==> src/rtl/lbs_pkg.sv <==
// Types, codes and register layout shared by the lightmap sampler modules.
// No dependencies.
package lbs_pkg;

    localparam int IDX_W  = 8;
    localparam int FRAC_W = 16;
    localparam int CFG_IDX_W = 3;
    localparam int CFG_DATA_W = 32;

    localparam logic KIND_LOAD   = 1'b0;
    localparam logic KIND_SAMPLE = 1'b1;

    typedef struct packed {
        logic               kind;
        logic signed [31:0] coord_u;
        logic signed [31:0] coord_v;
        logic [5:0]         load_row;
        logic [5:0]         load_col;
        logic [7:0]         load_red;
        logic [7:0]         load_green;
        logic [7:0]         load_blue;
    } in_t;

    typedef struct packed {
        logic [23:0] red_out;
        logic [23:0] green_out;
        logic [23:0] blue_out;
    } out_t;

    typedef struct packed {
        logic signed [31:0] offset_u;
        logic signed [31:0] offset_v;
        logic [15:0]        scale_u;
        logic [15:0]        scale_v;
        logic [21:0]        limit_u;
        logic [21:0]        limit_v;
        logic [6:0]         map_columns;
        logic [6:0]         map_rows;
    } cfg_t;

    typedef struct packed {
        logic              is_sample;
        logic [IDX_W-1:0]  row0;
        logic [IDX_W-1:0]  row1;
        logic [IDX_W-1:0]  col0;
        logic [IDX_W-1:0]  col1;
        logic [FRAC_W-1:0] frac_u;
        logic [FRAC_W-1:0] frac_v;
        logic [23:0]       texel;
    } job_t;

    typedef enum logic [CFG_IDX_W-1:0] {
        CFG_OFFSET_U    = 3'd0,
        CFG_OFFSET_V    = 3'd1,
        CFG_SCALE_U     = 3'd2,
        CFG_SCALE_V     = 3'd3,
        CFG_LIMIT_U     = 3'd4,
        CFG_LIMIT_V     = 3'd5,
        CFG_MAP_COLUMNS = 3'd6,
        CFG_MAP_ROWS    = 3'd7
    } cfg_idx_t;

    typedef enum logic [1:0] {
        F_IDLE,
        F_SHIFT,
        F_MUL,
        F_PUSH
    } front_state_t;

    typedef enum logic [2:0] {
        B_IDLE,
        B_RD0,
        B_RD1,
        B_RD2,
        B_RD3,
        B_WAIT,
        B_LERP1,
        B_LERP2
    } back_state_t;

endpackage

==> src/rtl/lbs_front.sv <==
// Front end: accepts beats, maps sample coordinates to texel indices and fractions.
// Depends on lbs_pkg.
module lbs_front import lbs_pkg::*; #(
    parameter int MAX_COLUMNS = 64,
    parameter int MAX_ROWS    = 64
) (
    input  logic aclk,
    input  logic aresetn,
    input  cfg_t cfg,
    input  logic s_valid,
    output logic s_ready,
    input  in_t  s_data,
    output logic q_push,
    input  logic q_ready,
    output job_t q_data
);

    front_state_t state_reg, state_next;
    in_t in_reg;
    logic signed [24:0] su_reg, sv_reg;
    logic signed [41:0] pu_reg, pv_reg;
    logic load_ok;
    logic [21:0] lu, lv;
    logic [5:0] col0, row0;
    logic [6:0] col1, row1;

    function automatic logic [IDX_W-1:0] sat_idx(input logic [8:0] x, input int lim);
        logic [8:0] top;
        top = 9'(lim - 1);
        return (x > top) ? top[IDX_W-1:0] : x[IDX_W-1:0];
    endfunction

    function automatic logic [21:0] clamp(input logic signed [41:0] p, input logic [21:0] lim);
        logic [21:0] r;
        if (p < 0) r = '0;
        else if (p > $signed({20'b0, lim})) r = lim;
        else r = p[21:0];
        return r;
    endfunction

    assign load_ok = ({3'b0, s_data.load_row} < 9'(MAX_ROWS)) &&
                     ({3'b0, s_data.load_col} < 9'(MAX_COLUMNS));

    always_comb begin
        state_next = state_reg;
        unique case (state_reg)
            F_IDLE: begin
                if (s_valid) begin
                    if (s_data.kind == KIND_SAMPLE) state_next = F_SHIFT;
                    else if (load_ok) state_next = F_PUSH;
                end
            end
            F_SHIFT: state_next = F_MUL;
            F_MUL:   state_next = F_PUSH;
            F_PUSH:  if (q_ready) state_next = F_IDLE;
            default: state_next = F_IDLE;
        endcase
    end

    always_comb begin
        lu   = clamp(pu_reg, cfg.limit_u);
        lv   = clamp(pv_reg, cfg.limit_v);
        col0 = lu[21:16];
        row0 = lv[21:16];
        col1 = ({1'b0, col0} + 7'd1 < cfg.map_columns) ? {1'b0, col0} + 7'd1 : {1'b0, col0};
        row1 = ({1'b0, row0} + 7'd1 < cfg.map_rows) ? {1'b0, row0} + 7'd1 : {1'b0, row0};
        s_ready = (state_reg == F_IDLE);
        q_push  = (state_reg == F_PUSH);
        q_data  = '0;
        if (in_reg.kind == KIND_SAMPLE) begin
            q_data.is_sample = 1'b1;
            q_data.col0   = sat_idx({3'b0, col0}, MAX_COLUMNS);
            q_data.row0   = sat_idx({3'b0, row0}, MAX_ROWS);
            q_data.col1   = sat_idx({2'b0, col1}, MAX_COLUMNS);
            q_data.row1   = sat_idx({2'b0, row1}, MAX_ROWS);
            q_data.frac_u = lu[15:0];
            q_data.frac_v = lv[15:0];
        end else begin
            q_data.row0  = IDX_W'(in_reg.load_row);
            q_data.col0  = IDX_W'(in_reg.load_col);
            q_data.texel = {in_reg.load_blue, in_reg.load_green, in_reg.load_red};
        end
    end

    always_ff @(posedge aclk) begin
        if (!aresetn) begin
            state_reg <= F_IDLE;
        end else begin
            state_reg <= state_next;
        end
        if (s_valid && s_ready) in_reg <= s_data;
        su_reg <= 25'((33'(in_reg.coord_u) - 33'(cfg.offset_u)) >>> 8);
        sv_reg <= 25'((33'(in_reg.coord_v) - 33'(cfg.offset_v)) >>> 8);
        pu_reg <= 42'(su_reg * $signed({1'b0, cfg.scale_u}));
        pv_reg <= 42'(sv_reg * $signed({1'b0, cfg.scale_v}));
    end

endmodule

==> config.mk <==
export PLATFORM = sky130hd
export DESIGN_NAME = lbs_front
export DESIGN_NICKNAME = d
export VERILOG_FILES = /design/src/rtl/lbs_pkg.sv /design/src/rtl/lbs_front.sv
export SDC_FILE = /design/constraint.sdc
export NUM_CORES = 2
export LEC_CHECK = 0
export BUFFER_PORTS_ARGS = -buffer_cell sky130_fd_sc_hd__clkbuf_2
export CAP_MARGIN = 20
export CORE_MARGIN = 2
export CORE_UTILIZATION = 40
export DETAILED_ROUTE_END_ITERATION = 8
export HOLD_SLACK_MARGIN = 0.06
export MAX_ROUTING_LAYER = met4
export PLACE_DENSITY = 0.55
export SYNTH_ARGS = -nofsm -noshare
export SYNTH_HDL_FRONTEND = slang
export SYNTH_SLANG_ARGS = --single-unit
==> constraint.sdc <==
create_clock -name aclk -period 6.9 [get_ports aclk]
set_input_delay 1.38 -clock aclk [delete_from_list [all_inputs] [get_ports aclk]]
set_output_delay 1.38 -clock aclk [all_outputs]
set_load 0.05 [all_outputs]
Word level (Yosys, flattened, before mapping). Cells that the tools add are included.

$mul: 2. Order comparisons: 8. Add/subtract/negate cells: 4. Mux-type cells: 18. Equality and inequality tests: 5. Reduce and logical (&&, ||, !) cells: 3.

Operator list (count): 22-bit two-way mux (4); 42-bit by 23-bit > comparator with 1-bit output (2); 42-bit by 1-bit < comparator with 1-bit output (second input constant) (2); 25-bit by 17-bit multiplier with 42-bit output (2); 32-bit by 32-bit subtractor with 33-bit output (2); 39-bit two-way mux (1); 7-bit two-way mux (5); 24-bit two-way mux (1); 6-bit by 1-bit adder with 7-bit output (second input constant) (2); 7-bit by 6-bit > comparator with 1-bit output (second input constant) (2); 7-bit < comparator (2); 6-bit two-way mux (2); 2-bit case mux with 4 select lines (1); 2-bit two-way mux (3); 2-bit equality test (second input constant) (2); 2-bit by 1-bit equality test with 1-bit output (second input constant) (1); 2-bit zero test (1); 2-bit by 1-bit inequality test with 1-bit output (second input constant) (1); 2-bit inequality test (second input constant) (1); 2-bit AND reduction (1); 1-bit logical AND (1); 1-bit two-way mux (1).

Input port bits: 259. Output and inout port bits: 91. Register bits after elaboration: 237. Word-level logic and storage cells: 53.

Longest topological paths before layout.
Word-level depth: 9. Gate-level depth with buffers: 26. Depth with buffers taken out: 24.

Worst setup path before layout. No wires, ideal clock.

Path kind: input to register. Start point: in cfg[79] (netlist name). End point: reg pu_reg[40]. Required time: 6828 ps. Library setup time: 72 ps. Stages on the path: 23. Buffers on the path: 2. Path slack: -543 ps. Arrival: 7370 ps. Cell sequence: clkbuf_1 > clkbuf_1 > nand2_1 > fa_1 > inv_1 > fa_1 > inv_1 > fa_1 > fa_1 > fa_1 > inv_1 > fa_1 > ha_1 > a21o_1 > a21o_1 > a2111oi_0 > o31ai_1 > a22o_1 > a31oi_1 > o221ai_1 > or2_1 > a31oi_1 > xnor2_1.

Word-level cells in the longest chain between the ends: 1.

RTL lines: start: declaration (RTL line lbs_front.sv:9) `input cfg_t cfg,`; 25-bit by 17-bit multiplier with 42-bit output (RTL line lbs_front.sv:94) `pu_reg <= 42'(su_reg * $signed({1'b0, cfg.scale_u}));`; end signal: assignment (RTL line lbs_front.sv:94); end: declaration (RTL line lbs_front.sv:21) `logic signed [41:0] pu_reg, pv_reg;`.

No other way between the ends. A chain may end at the register's enable or synchronous reset.

==> results by group <==
Setup path
  • Worst setup SP type: primary input
  • CP Data Arrival Time: 5450 ps
  • Setup CP Type: in2out
  • Slowest-stage cell, CP: or4b_1
  • CP bufs+invs: 4
  • CP delay by family, top: compound AO/OA/AOI/OAI gates
  • Largest fanout on the critical path: 5
  • Worst path max stage delay: 520 ps
  • R2r setup slk: 390 ps
  • R2r endpoint: pv_reg[38]$_DFF_P_
  • Crit path cell chain: buf_8 > inv_6 > ha_4 > buf_6 > a21o_1 > a211oi_2 > nand3_1 > a221o_1 > o221ai_4 > nand3_2 > o21ai_2 > nand2_2 > xnor2_2 > ha_1 > a21oi_2 > nand2_1 > a21o_1 > a21oi_2 > nand3b_1 > o21ai_2 > nand2_1 > or4b_1 > o211a_1 > buf_8
  • CP Capture Type: primary output
  • CP Data Required Time: 5520 ps
  • R2r startpoint: sv_reg[6]$_DFF_P_
  • Worst r2r path cells: 21

Final layout
  • Final Util: 48.8%
  • Fraction of layout cells with a size suffix above 1: 19.2%
  • Nets: 6355
  • Max FFs per register: 101
  • Layout Cells excl Fill: 6302
  • Area delta synth->final: 20.6%

STA
  • Final hold vios: 0
  • Period minus WS final: 6830 ps
  • Final setup fails: 0
  • Relative slew slack: 46.7%
  • Max Slew Vio Count: 0
  • Setup TNS: 0 ps
  • Clock skew: 30.4 ps
  • Final worst-path cycle share: 99.0%
  • Final worst setup slack: 65.8 ps
  • Fmax: 0.146 GHz
  • Worst-Margin Slew: 799 ps
  • RSZ-0062 raised after global routing: yes

Flow run
  • MaxCap Viol Count: 0

Global routing
  • Grt total ovfl: 0
  • GRT Total Usage: 22.1%
  • Initial antenna violation count: 4
  • First-pass GRT wire length: 174000 µm
  • Largest net degree at the start of global routing: 52
  • Number of global-route vias before repair: 33100

Synth
  • Async S/R FF share, synth: 0%
  • Post-synth top area share: 39.2%
  • Area contributors post-synth: fa_1 (39%), ha_1 (10%), inv_1 (9.8%)
  • Compound-gate portion of the synthesized area: 6.58%
  • Post-Syn Area: 0.0399 mm²
  • Post-Synth Simple-Gate Area: 14.9%
  • Synth Area per Inst: 9.22 µm²
  • Ys flop type: dfxtp_1
  • Post-synth EDFFs: 101
  • Post-Synth XOR/XNOR Area: 2.81%
  • Yosys top cell by area: fa_1
  • Post-synthesis mux area share: 0.520%
  • Largest family of logic cells by synthesized area: adder cells
  • Post-synth cell types: 76
  • Most frequent cells after synthesis: inv_1 (1038), fa_1 (782), nand2_1 (549)
  • Syn Inst Count: 4332
  • Cell with the most instances after synthesis: inv_1
  • Sequential element share of the synthesized area: 14.4%
  • Synthesized flop and latch total: 237
  • Yosys Warn Count: 0
  • Adder-Cell Fraction of Synth Area: 49.5%

Drt
  • Pre-antenna DRT Iters: 5
  • Iter 0 DRT Violations: 1357
  • DRT antenna net count: 0
  • DR WL/cell: 16.8 µm
  • WL final: 106000 µm
  • Detailed-route via count: 30100
  • Via density: 4.78
  • Detailed-route DRC error count: 0

Place
  • GP Congestion: 0.895
  • Post-DP HPWL: 90600 µm
  • Pre-CTS WS: -729 ps
  • Port-buffer cells: 341
  • Cell count after placement: 6210

Clock tree
  • CTS tree: done
  • Worst-skew pair later-pin latency: 580 ps
  • Clk sinks: 237
  • H-tree depth: 2
  • Clk root buf: clkbuf_16
  • Cts bufs inserted: 34
  • Worst-path clk slew: 50 ps
  • CTS max path bufs: 3

Floorplan
  • IO Pins: 350
  • Full die area: 0.102 mm²
  • Core footprint: 0.0987 mm²
  • Site Rows: 115
  • Initial Util: 40.4%
  • Die width: 320 µm
  • Die Y: 320 µm

Outcome
  • Status: complete, no violations

Hold path
  • HP Start: state_reg[0]$_SDFFE_PN0P_
  • Hold Path Depth: 2
  • Hold Path Class: reg2reg
  • Worst Hold Path EP: state_reg[0]$_SDFFE_PN0P_
per-stage QoR:
stage                     hold WS [ps]  instance area, µm²
after floorplan                    484               40500
after global placement             498               46100
after detailed placement           509               46100
after CTS                          516               47300
after global routing               565               48100
final                              514               48100
kinds of logic (layout without fill, tap and decap cells):
| kind of cell | count (synthesis) | after routing |
|---|---|---|
| AND/OR/NAND/NOR | 1237 | 1237 |
| adder cells (fa/ha/maj) | 1109 | 1109 |
| AO/OA/AOI/OAI | 406 | 407 |
| other | 1 | 11 |
| flip-flops | 237 | 237 |
| multiplexers | 20 | 20 |
| buffers and inverters | 1194 | 1866 |
| XOR/XNOR | 128 | 128 |
tightest hold or removal path, cell delays in order, from the launching register on:
cell     delay, ps
dfxtp_1        320
nor2_1         100
nor2_1          50
cell type report:
type                       count  area [µm²]
antenna                        3        7.51
clock buffer                  45         963
clock inverter                16         128
fill                        9501       50600
inverter                    1039        3910
multi-input combinational   2909       30400
sequential                   237        5760
tap                         1287        1610
timing repair buffer         766        5360
metal layers:
| layer | global-route usage (%) | wire [µm] |
|---|---|---|
| met1 | 28.3 | 47600 |
| met2 | 37.4 | 51000 |
| met3 | 2.67 | 4820 |
| met4 | 4.95 | 2220 |
| met5 | - | 0 |
worst max-delay path by stage:
stage | from | endpoint | depth (start not counted)
4_1_cts | cfg[34] | q_data[76] | 24
3_3_place_gp | cfg[76] | pu_reg[40]$_DFF_P_ | 24
5_1_grt | cfg[34] | q_data[76] | 26
6_report | cfg[34] | q_data[76] | 24
3_5_place_dp | cfg[76] | pu_reg[40]$_DFF_P_ | 24
2_1_floorplan | cfg[65] | pv_reg[38]$_DFF_P_ | 24
cells in the final DEF (no fill, tap or decap), types with 12 or more instances in the layout:
master	synthesis	routed
inv_1	1038	1026
fa_1	782	772
nand2_1	549	538
buf_4	10	400
and2_1	318	314
ha_1	327	310
clkbuf_2	0	310
nor2_1	156	152
dfxtp_1	136	136
a21oi_1	141	129
edfxtp_1	101	101
xnor2_1	100	99
a21o_1	61	61
nor2b_1	47	45
nand3_1	43	41
clkbuf_16	0	36
o21ai_0	37	35
xor2_1	28	28
nand4_1	23	23
o21a_1	22	22
buf_12	0	21
buf_6	0	20
nand2b_1	18	18
nor3_1	18	17
o21ai_1	20	17
ha_4	0	16
and3_1	16	15
nor4_1	15	14
a211oi_1	13	12
a21oi_2	0	12
timing repair:
action                                  4_1_cts  5_1_grt
endpoints found under the hold margin         0        0
buffers inserted                              2       26
gates resized for setup                      17      173
hold buffers                                  0        0
endpoints found under the setup margin        3       33
pin swaps                                    12       79
cloned                                        1        1
Power is left out: the tool's default activity adds up to more than one toggle a clock period on the data nets, which glitch-free logic cannot reach.
