### src/rtl/lbs_pkg.sv
// Types, codes and register layout shared by the lightmap sampler modules.
// No dependencies.
package lbs_pkg;

    localparam int IDX_W  = 8;
    localparam int FRAC_W = 16;
    localparam int CFG_IDX_W = 3;
    localparam int CFG_DATA_W = 32;

    localparam logic KIND_LOAD   = 1'b0;
    localparam logic KIND_SAMPLE = 1'b1;

    typedef struct packed {
        logic               kind;
        logic signed [31:0] coord_u;
        logic signed [31:0] coord_v;
        logic [5:0]         load_row;
        logic [5:0]         load_col;
        logic [7:0]         load_red;
        logic [7:0]         load_green;
        logic [7:0]         load_blue;
    } in_t;

    typedef struct packed {
        logic [23:0] red_out;
        logic [23:0] green_out;
        logic [23:0] blue_out;
    } out_t;

    typedef struct packed {
        logic signed [31:0] offset_u;
        logic signed [31:0] offset_v;
        logic [15:0]        scale_u;
        logic [15:0]        scale_v;
        logic [21:0]        limit_u;
        logic [21:0]        limit_v;
        logic [6:0]         map_columns;
        logic [6:0]         map_rows;
    } cfg_t;

    typedef struct packed {
        logic              is_sample;
        logic [IDX_W-1:0]  row0;
        logic [IDX_W-1:0]  row1;
        logic [IDX_W-1:0]  col0;
        logic [IDX_W-1:0]  col1;
        logic [FRAC_W-1:0] frac_u;
        logic [FRAC_W-1:0] frac_v;
        logic [23:0]       texel;
    } job_t;

    typedef enum logic [CFG_IDX_W-1:0] {
        CFG_OFFSET_U    = 3'd0,
        CFG_OFFSET_V    = 3'd1,
        CFG_SCALE_U     = 3'd2,
        CFG_SCALE_V     = 3'd3,
        CFG_LIMIT_U     = 3'd4,
        CFG_LIMIT_V     = 3'd5,
        CFG_MAP_COLUMNS = 3'd6,
        CFG_MAP_ROWS    = 3'd7
    } cfg_idx_t;

    typedef enum logic [1:0] {
        F_IDLE,
        F_SHIFT,
        F_MUL,
        F_PUSH
    } front_state_t;

    typedef enum logic [2:0] {
        B_IDLE,
        B_RD0,
        B_RD1,
        B_RD2,
        B_RD3,
        B_WAIT,
        B_LERP1,
        B_LERP2
    } back_state_t;

endpackage

### src/rtl/lbs_queue.sv
// Two-entry job queue between front end and back end.
// Depends on lbs_pkg.
module lbs_queue import lbs_pkg::*; (
    input  logic aclk,
    input  logic aresetn,
    input  logic push,
    output logic push_ready,
    input  job_t push_data,
    output logic pop_valid,
    input  logic pop,
    output job_t pop_data
);

    job_t slot_reg [2];
    logic wr_ptr_reg, rd_ptr_reg;
    logic [1:0] count_reg;

    assign push_ready = (count_reg != 2'd2);
    assign pop_valid  = (count_reg != 2'd0);
    assign pop_data   = slot_reg[rd_ptr_reg];

    always_ff @(posedge aclk) begin
        if (!aresetn) begin
            wr_ptr_reg <= 1'b0;
            rd_ptr_reg <= 1'b0;
            count_reg  <= 2'd0;
        end else begin
            if (push && push_ready) wr_ptr_reg <= ~wr_ptr_reg;
            if (pop && pop_valid) rd_ptr_reg <= ~rd_ptr_reg;
            count_reg <= count_reg + 2'((push && push_ready) ? 1 : 0)
                                   - 2'((pop && pop_valid) ? 1 : 0);
        end
        if (push && push_ready) slot_reg[wr_ptr_reg] <= push_data;
    end

endmodule

### config.mk
export PLATFORM = sky130hd
export DESIGN_NAME = lbs_queue
export DESIGN_NICKNAME = d
export VERILOG_FILES = /design/src/rtl/lbs_pkg.sv /design/src/rtl/lbs_queue.sv
export SDC_FILE = /design/constraint.sdc
export NUM_CORES = 1
export LEC_CHECK = 0
export BUFFER_PORTS_ARGS = -buffer_cell sky130_fd_sc_hd__buf_2
export CAP_MARGIN = 10
export CORE_MARGIN = 10
export CORE_UTILIZATION = 40
export CTS_CLUSTER_SIZE = 16
export DETAILED_ROUTE_END_ITERATION = 6
export GPL_TIMING_DRIVEN = 1
export PLACE_DENSITY = 0.71
export SLEW_MARGIN = 0
export SYNTH_ARGS = -nofsm -noshare
export SYNTH_HDL_FRONTEND = slang
export SYNTH_SLANG_ARGS = --single-unit
### constraint.sdc
create_clock -name aclk -period 5.94 [get_ports aclk]
set_clock_uncertainty 0.15 [all_clocks]
set_input_delay 0.594 -clock aclk [delete_from_list [all_inputs] [get_ports aclk]]
set_output_delay 0.594 -clock aclk [all_outputs]
set_load 0.05 [all_outputs]
; ---- Word-level counts from Yosys, hierarchy flattened
; Memories as Yosys holds them, arrays and structs flattened. A register that Yosys moved wholly into a read port is not among the register bits.
; Index checks and enable logic that the tools add are counted.
[classes]
addsub = 2
eq_ne = 1
n_mux = 6
n_bitwise = 2
n_reduce_logical = 3
[ops]
columns = operator, count
row1 = 2-to-1 mux 1 bit, 6
row2 = adder 2 x 1 -> 2 bit, 1
row3 = logical AND 1 bit, 2
row4 = != test 2 bit (second input constant), 1
row5 = inverter 1 bit, 2
row6 = nonzero test 2 bit, 1
row7 = subtractor 2 x 1 -> 2 bit, 1
[word_totals]
regBits = 4
ramBits = 178
mem_count = 1
[mem_list]
columns = memory, words, width, read_ports, rd_ports_with_merged_regs, write_ports, line_no
row1 = slot_reg, 2, 89, 1, 1, 1, lbs_queue.sv:14  ; job_t slot_reg [2];

; ---- Longest topological paths before layout
; Gate-level depths: netlist (run 1).
[depth]
word_depth = 5
mapped_depth = 8
depth_no_buf = 8

; ---- Worst setup path after synthesis (run 1)
; Ideal clock, no wire load.
[synth_path]
path_type = reg2reg
startpoint = reg count_reg[0]
endpoint = mem slot_reg[0][0] (netlist name) (enable)
arrival_ns = 4.740
slack_ns = 0.512
path_stages_with_launch = 4
n_path_buf = 0
period_less_slack_ns = 5.428
cell_sequence = dfxtp_1 -> nand2b_1 -> nand2_1 -> nor2_1
[synth_via]
elab_chain_cells = 4
[synth_lines]
columns = item, line_no
row1 = "start, declared", lbs_queue.sv:16  ; logic [1:0] count_reg;
row2 = "start signal, assigned", lbs_queue.sv:30  ; count_reg <= count_reg + 2'((push && push_ready) ? 1 : 0)
row3 = != test 2 bit, lbs_queue.sv:18  ; assign push_ready = (count_reg != 2'd2);
row4 = named net push_ready, lbs_queue.sv:7  ; output logic push_ready,
row5 = logical AND 1 bit, lbs_queue.sv:33  ; if (push && push_ready) slot_reg[wr_ptr_reg] <= push_data;
row6 = 2-to-1 mux 1 bit, lbs_queue.sv:33
row7 = 2-to-1 mux 1 bit (not written as such), lbs_queue.sv:33
row8 = "end, declared", lbs_queue.sv:14
; The timed path passes the listed nets, and every way through them passes these cells.

==> results of run 1 <==
layout by cell type (no fill, tap or decap):
master,netlist,layout
and2_1,2,2
and3_4,0,1
buf_2,7,183
buf_4,0,4
bufinv_16,0,3
clkbuf_1,0,1
clkbuf_16,0,17
clkinv_1,0,3
clkinv_2,0,3
clkinv_4,0,2
clkinvlp_4,0,2
dfxtp_1,5,4
dfxtp_4,0,1
diode_2,0,1
edfxtp_1,178,178
ha_1,2,2
inv_1,1,1
inv_6,0,1
mux2_2,79,79
mux2_4,10,10
mux2i_1,1,1
nand2_1,2,2
nand2b_1,2,2
nor2_4,0,1
nor2b_1,2,2
o21a_1,1,1
or2_2,1,1
xnor2_1,3,3
area by class of cell:
cell class	instances	area, um^2
repair buffers	187	946
well taps	220	275
fillers	1374	8020
inverters	1	3.75
diodes	1	2.50
clock buffers	18	429
flip-flops and latches	183	5450
multi-input cells	107	1180
clock inverters	14	158
stage by stage:
| stage | area [um^2] | power (uW) | hold slack [ps] | worst slack, ps | utilization, % |
|---|---|---|---|---|---|
| 5_1_grt | 8440 | 4360 | 189 | 2550 | 51.3 |
| 3_3_place_gp | 7860 | 3090 | 354 | 3140 | 47.7 |
| 2_1_floorplan | 6690 | 2820 | 305 | 512 | - |
| 6_report | 8450 | 4180 | 213 | 2730 | 51.3 |
| 3_5_place_dp | 7860 | 3120 | 375 | 3100 | 47.7 |
| 4_1_cts | 8440 | 4240 | 190 | 2640 | 51.3 |
where the power goes:
part,total [uW],switching (uW),internal [uW]
sequential,1700,77.3,1620
combinational,1370,988,381
clock,1110,450,658
cells by family after synthesis:
logic type                 after synthesis
and+or+nand+nor                         11
buffers and inverters                   11
adders and majority gates                2
xor gates and xnor gates                 3
AOI/OAI and AO/OA                        1
muxes                                   90
DFF                                    183
path summary, 6_finish.rpt:
check        slack [ps]     startpoint               to
max                2730           flop     pop_data[71]
min                 210  push_data[70]  slot_reg[1][70]
max reg2reg        3450   count_reg[0]  slot_reg[0][13]
min reg2reg         380     wr_ptr_reg       wr_ptr_reg
per-layer routing:
metal	track usage (%)	share of wire, %	up-vias
met5	0	0	-
met4	5.30	1.5	0
met3	5.31	7.5	12
met2	21.1	51	116
met1	13.2	40	1668
li1	-	-	1578
critical path, cell delays in order (launching register included):
cell     delay, ps
dfxtp_4        720
buf_4          680
mux2_2         420
buf_2          220
==> results.yml, run 1 <==
synth:
  synth_compound_area_share_pct: 0.112
  synth_fp_nets: 396
  synth_common_cells: "edfxtp_1 (178), mux2_2 (79), mux2_4 (10)"
  synth_cells: 301
  synth_top_family_by_area: "multiplexers"
  yosys_warnings: 0
  synth_top_area_share_pct: 79.9
  synthAdderAreaFrac_pct: 0.374
  yosys.area_share.simple_pct: 0.917
  synth-edff-count: 178
  seq_area_frac_synth_pct: 81.4
  synth_seq_cells: 183
  yosys-top-cells-area: "edfxtp_1 (80%), mux2_2 (13%), mux2_4 (2.2%)"
  syn-cell-area_um2: 6690
  muxShareOfSynthArea_pct: 15.7
  synth_most_common_cell: "edfxtp_1"
  avgSynthCellArea_um2: 22.2
  async_flop_share_pct: 0
  yosys.area.top_type: "edfxtp_1"
  synthFlopType: "edfxtp_1"
  synth_xor_area_share_pct: 0.393
  synth.distinct_cells: 18
pwr:
  ir_worst_vdd_mv: 0.273
  p_per_area_nw_per_um2: 495
  p_leak_uw: 0.00315
clock_tree:
  cts_buffer_depth: 2
  cts_htree_levels: 4
  cts-hold-fix-buffers: 0
  clock_latency_ps: 420
  cts_root_buffer: "clkbuf_16"
  cts_sinks: 183
  cts_buffers: 17
  path_clk_slew_ps: 70
  cts_setup_buffers: 0
  cts_tree: "done"
  cts_resized: 0
drt:
  drt-total-wl_mm: 13.8
  drtPass1Iterations: 4
  ant_nets: 0
  wl_per_cell_um: 18.9
  vias_per_cell: 4.62
  drt_iter0_drc: 145
  drc: 0
  vias: 3374
run_status:
  status: "complete, no violations"
critical_path:
  reg2reg_depth: 4
  critical_path_class: "flop to output port"
  crit_path_end_kind: "output port"
  worstPathMaxFanout: 48
  cp.required_ps: 5200
  start_kind: "flop"
  crit_arrival_ps: 2470
sta:
  period_share_pct: 54.0
  setup_viol: 0
  tightest_slew_ps: 913
  finalSetupTns_ps: 0
  hold_viol_final: 0
  maxSlewViolCount: 0
  fmax_mhz: 312
  maxSlewHeadroom_pct: 39.0
  rsz0062_at_grt: "false"
  min_period_ps: 3210
die:
  ios: 184
  fp.dieH_um: 149
  start_util_pct: 40.6
  dieArea_um2: 22300
  fp.dieW_um: 149
  coreArea_um2: 16500
  fp-row-count: 47
job:
  cap_violations: 0
finish:
  final_cells: 731
  drive_above_1_share_pct: 60.4
  largest_reg_flops: 178
  fin_nets: 592
  syn_to_final_growth_pct: 26.3
global_route:
  grtUsageTotal_pct: 12.4
  overflow: 0
  grt_pass1_vias: 3771
  antenna_found_initial: 0
  grt_pass1_wl_mm: 20.9
  grt_max_degree: 58
placed_design:
  gp_congestion: 0.742
  dp_hpwl_mm: 9.65
  io_buffers: 183
  place_inst: 698
min_path:
  hold_depth: 1
  hp-class: "primary input to flop"
Note: power is estimated with default switching activity, not from simulation.
==> run 2, diff against run 1 <==
--- a/config.mk
+++ b/config.mk
@@ -5,6 +5,7 @@
 export SDC_FILE = /design/constraint.sdc
 export NUM_CORES = 1
 export LEC_CHECK = 0
+export ABC_AREA = 1
 export BUFFER_PORTS_ARGS = -buffer_cell sky130_fd_sc_hd__buf_2
 export CAP_MARGIN = 10
 export CORE_MARGIN = 10
==> constraint.sdc (replaced) <==
create_clock -name aclk -period 3.1 [get_ports aclk]
set_clock_uncertainty 0.15 [all_clocks]
set_input_delay 0.31 -clock aclk [delete_from_list [all_inputs] [get_ports aclk]]
set_output_delay 0.31 -clock aclk [all_outputs]
set_load 0.05 [all_outputs]
==> results.yml, run 2 <==
critical_path:
  critical_path_class: "flop to output port"
  worstPathMaxFanout: 26
  crit_arrival_ps: 1930
  cp.required_ps: 2640
  start_kind: "flop"
  crit_path_end_kind: "output port"
synth:
  synth_fp_nets: 408
  synth_top_area_share_pct: 79.9
  yosys-top-cells-area: "edfxtp_1 (80%), mux2_2 (13%), mux2_4 (2.2%)"
  yosys.area.top_type: "edfxtp_1"
  synth.distinct_cells: 12
  async_flop_share_pct: 0
  yosys_warnings: 0
  syn-cell-area_um2: 6690
  seq_area_frac_synth_pct: 81.3
  synth_common_cells: "edfxtp_1 (178), mux2_2 (79), mux2_4 (10)"
  synth_cells: 313
  synth_most_common_cell: "edfxtp_1"
  synthFlopType: "edfxtp_1"
  synth_seq_cells: 183
  synth-edff-count: 178
  avgSynthCellArea_um2: 21.4
finish:
  drive_above_1_share_pct: 50.7
  finish.instance_area_um2: 9380
  final_cell_mix: "buf_2 (183), edfxtp_1 (178), dlygate4sd3_1 (90)"
  fin_util_pct: 56.9
  multi_input_area_um2: 1160
  largest_reg_flops: 178
  final_common_cell: "buf_2"
  syn_to_final_growth_pct: 40.1
  register_area_um2: 5450
  n_fill_cell: 1269
  fin_nets: 698
  antennaDiodeCount: 0
drt:
  vias_per_cell: 4.60
  drc: 0
  drt_iter0_drc: 160
  vias: 3841
  drt-total-wl_mm: 14.7
  drtPass1Iterations: 4
  ant_nets: 0
  wl_per_cell_um: 17.6
placed_design:
  io_buffers: 183
  place_area_um2: 7920
  place_ws_ps: 960
  gp_congestion: 0.705
  dp_hpwl_mm: 9.65
pwr:
  ir_worst_vdd_mv: 0.451
  p_leak_uw: 0.00357
  p_per_area_nw_per_um2: 856
die:
  fp-row-count: 47
  dieArea_um2: 22300
  fp.dieH_um: 149
  start_util_pct: 40.7
  fp.dieW_um: 149
  coreArea_um2: 16500
  ios: 184
job:
  cap_violations: 0
global_route:
  grtUsageTotal_pct: 13.1
  grt_pass1_vias: 4294
  antenna_found_initial: 0
  grt_max_degree: 48
  overflow: 0
  grt_pass1_wl_mm: 22.6
sta:
  min_period_ps: 2390
  hold_viol_final: 0
  maxSlewHeadroom_pct: 59.3
  finalSetupTns_ps: 0
  maxSlewViolCount: 0
  whs_ps: 76.5
  layout_setup_ws_ps: 709
  rsz0062_at_grt: "false"
  period_share_pct: 77.1
  tightest_slew_ps: 610
  setup_viol: 0
  fmax_mhz: 418
clock_tree:
  cts_htree_levels: 4
  cts_tree: "done"
  cts_buffer_depth: 2
  cts_buffers: 17
  cts_root_buffer: "clkbuf_16"
  cts_sinks: 183
  path_clk_slew_ps: 60
  cts_resized: 0
  clock_latency_ps: 410
run_status:
  status: "complete, no violations"
min_path:
  hp-class: "primary input to flop"
## run 2: layout make-up
| cell class | count | share of cell area (%) |
|---|---|---|
| repair buffers | 281 | 20.3 |
| flip-flops and latches | 183 | 58.1 |
| multi-input cells | 113 | 12.4 |
| clock inverters | 14 | 1.43 |
| inverters | 7 | 0.320 |
| clock buffers | 17 | 4.54 |
| well taps | 220 | 2.94 |
## run 2: stage by stage
stage / total power (uW) / instances
floorplan: 5360 / 313
global placement: 5930 / 714
detailed placement: 5990 / 714
CTS: 8110 / 835
global route: 8370 / 835
finish: 8030 / 835
## run 2: kinds of logic after synthesis
kind of cell / share of synthesized area [%]
muxes: 15.5
and+or+nand+nor: 1.18
DFF: 81.3
AOI/OAI and AO/OA: 0.150
buffers and inverters: 1.42
adders and majority gates: 0.374
## run 2: worst max-delay path, stage by stage (launching register included)
cell and delay, ps:
dfxtp_4 510, buf_4 390, mux2_2 380, buf_2 220
## run 2: timing repair
item,in CTS,in global routing
hold buffers,90,0
endpoints found under the setup margin,0,0
setup buffers,0,0
endpoints found under the hold margin,180,0
## run 2: per-layer routing
layer / share of wire [%] / vias to the layer above / track usage (%)
met5: 0 / - / 0
met4: 1.5 / 0 / 5.05
met3: 7.2 / 16 / 5.28
met2: 55 / 138 / 23.5
met1: 37 / 1887 / 13.4
li1: - / 1800 / -
## run 2: path summary, 6_finish.rpt
path	start	end	slack (ps)	cells after the start
min reg2reg	rd_ptr_reg	rd_ptr_reg	370	2
max	flop	pop_data[5]	710	3
max reg2reg	count_reg[0]	slot_reg[1][65]	1010	5
min	push	wr_ptr_reg	80	3
## run 2: report_power, final
group	switching [uW]	internal (uW)	total, uW
Combinational	1960	798	2760
Clock	847	1170	2020
Sequential	115	3130	3250
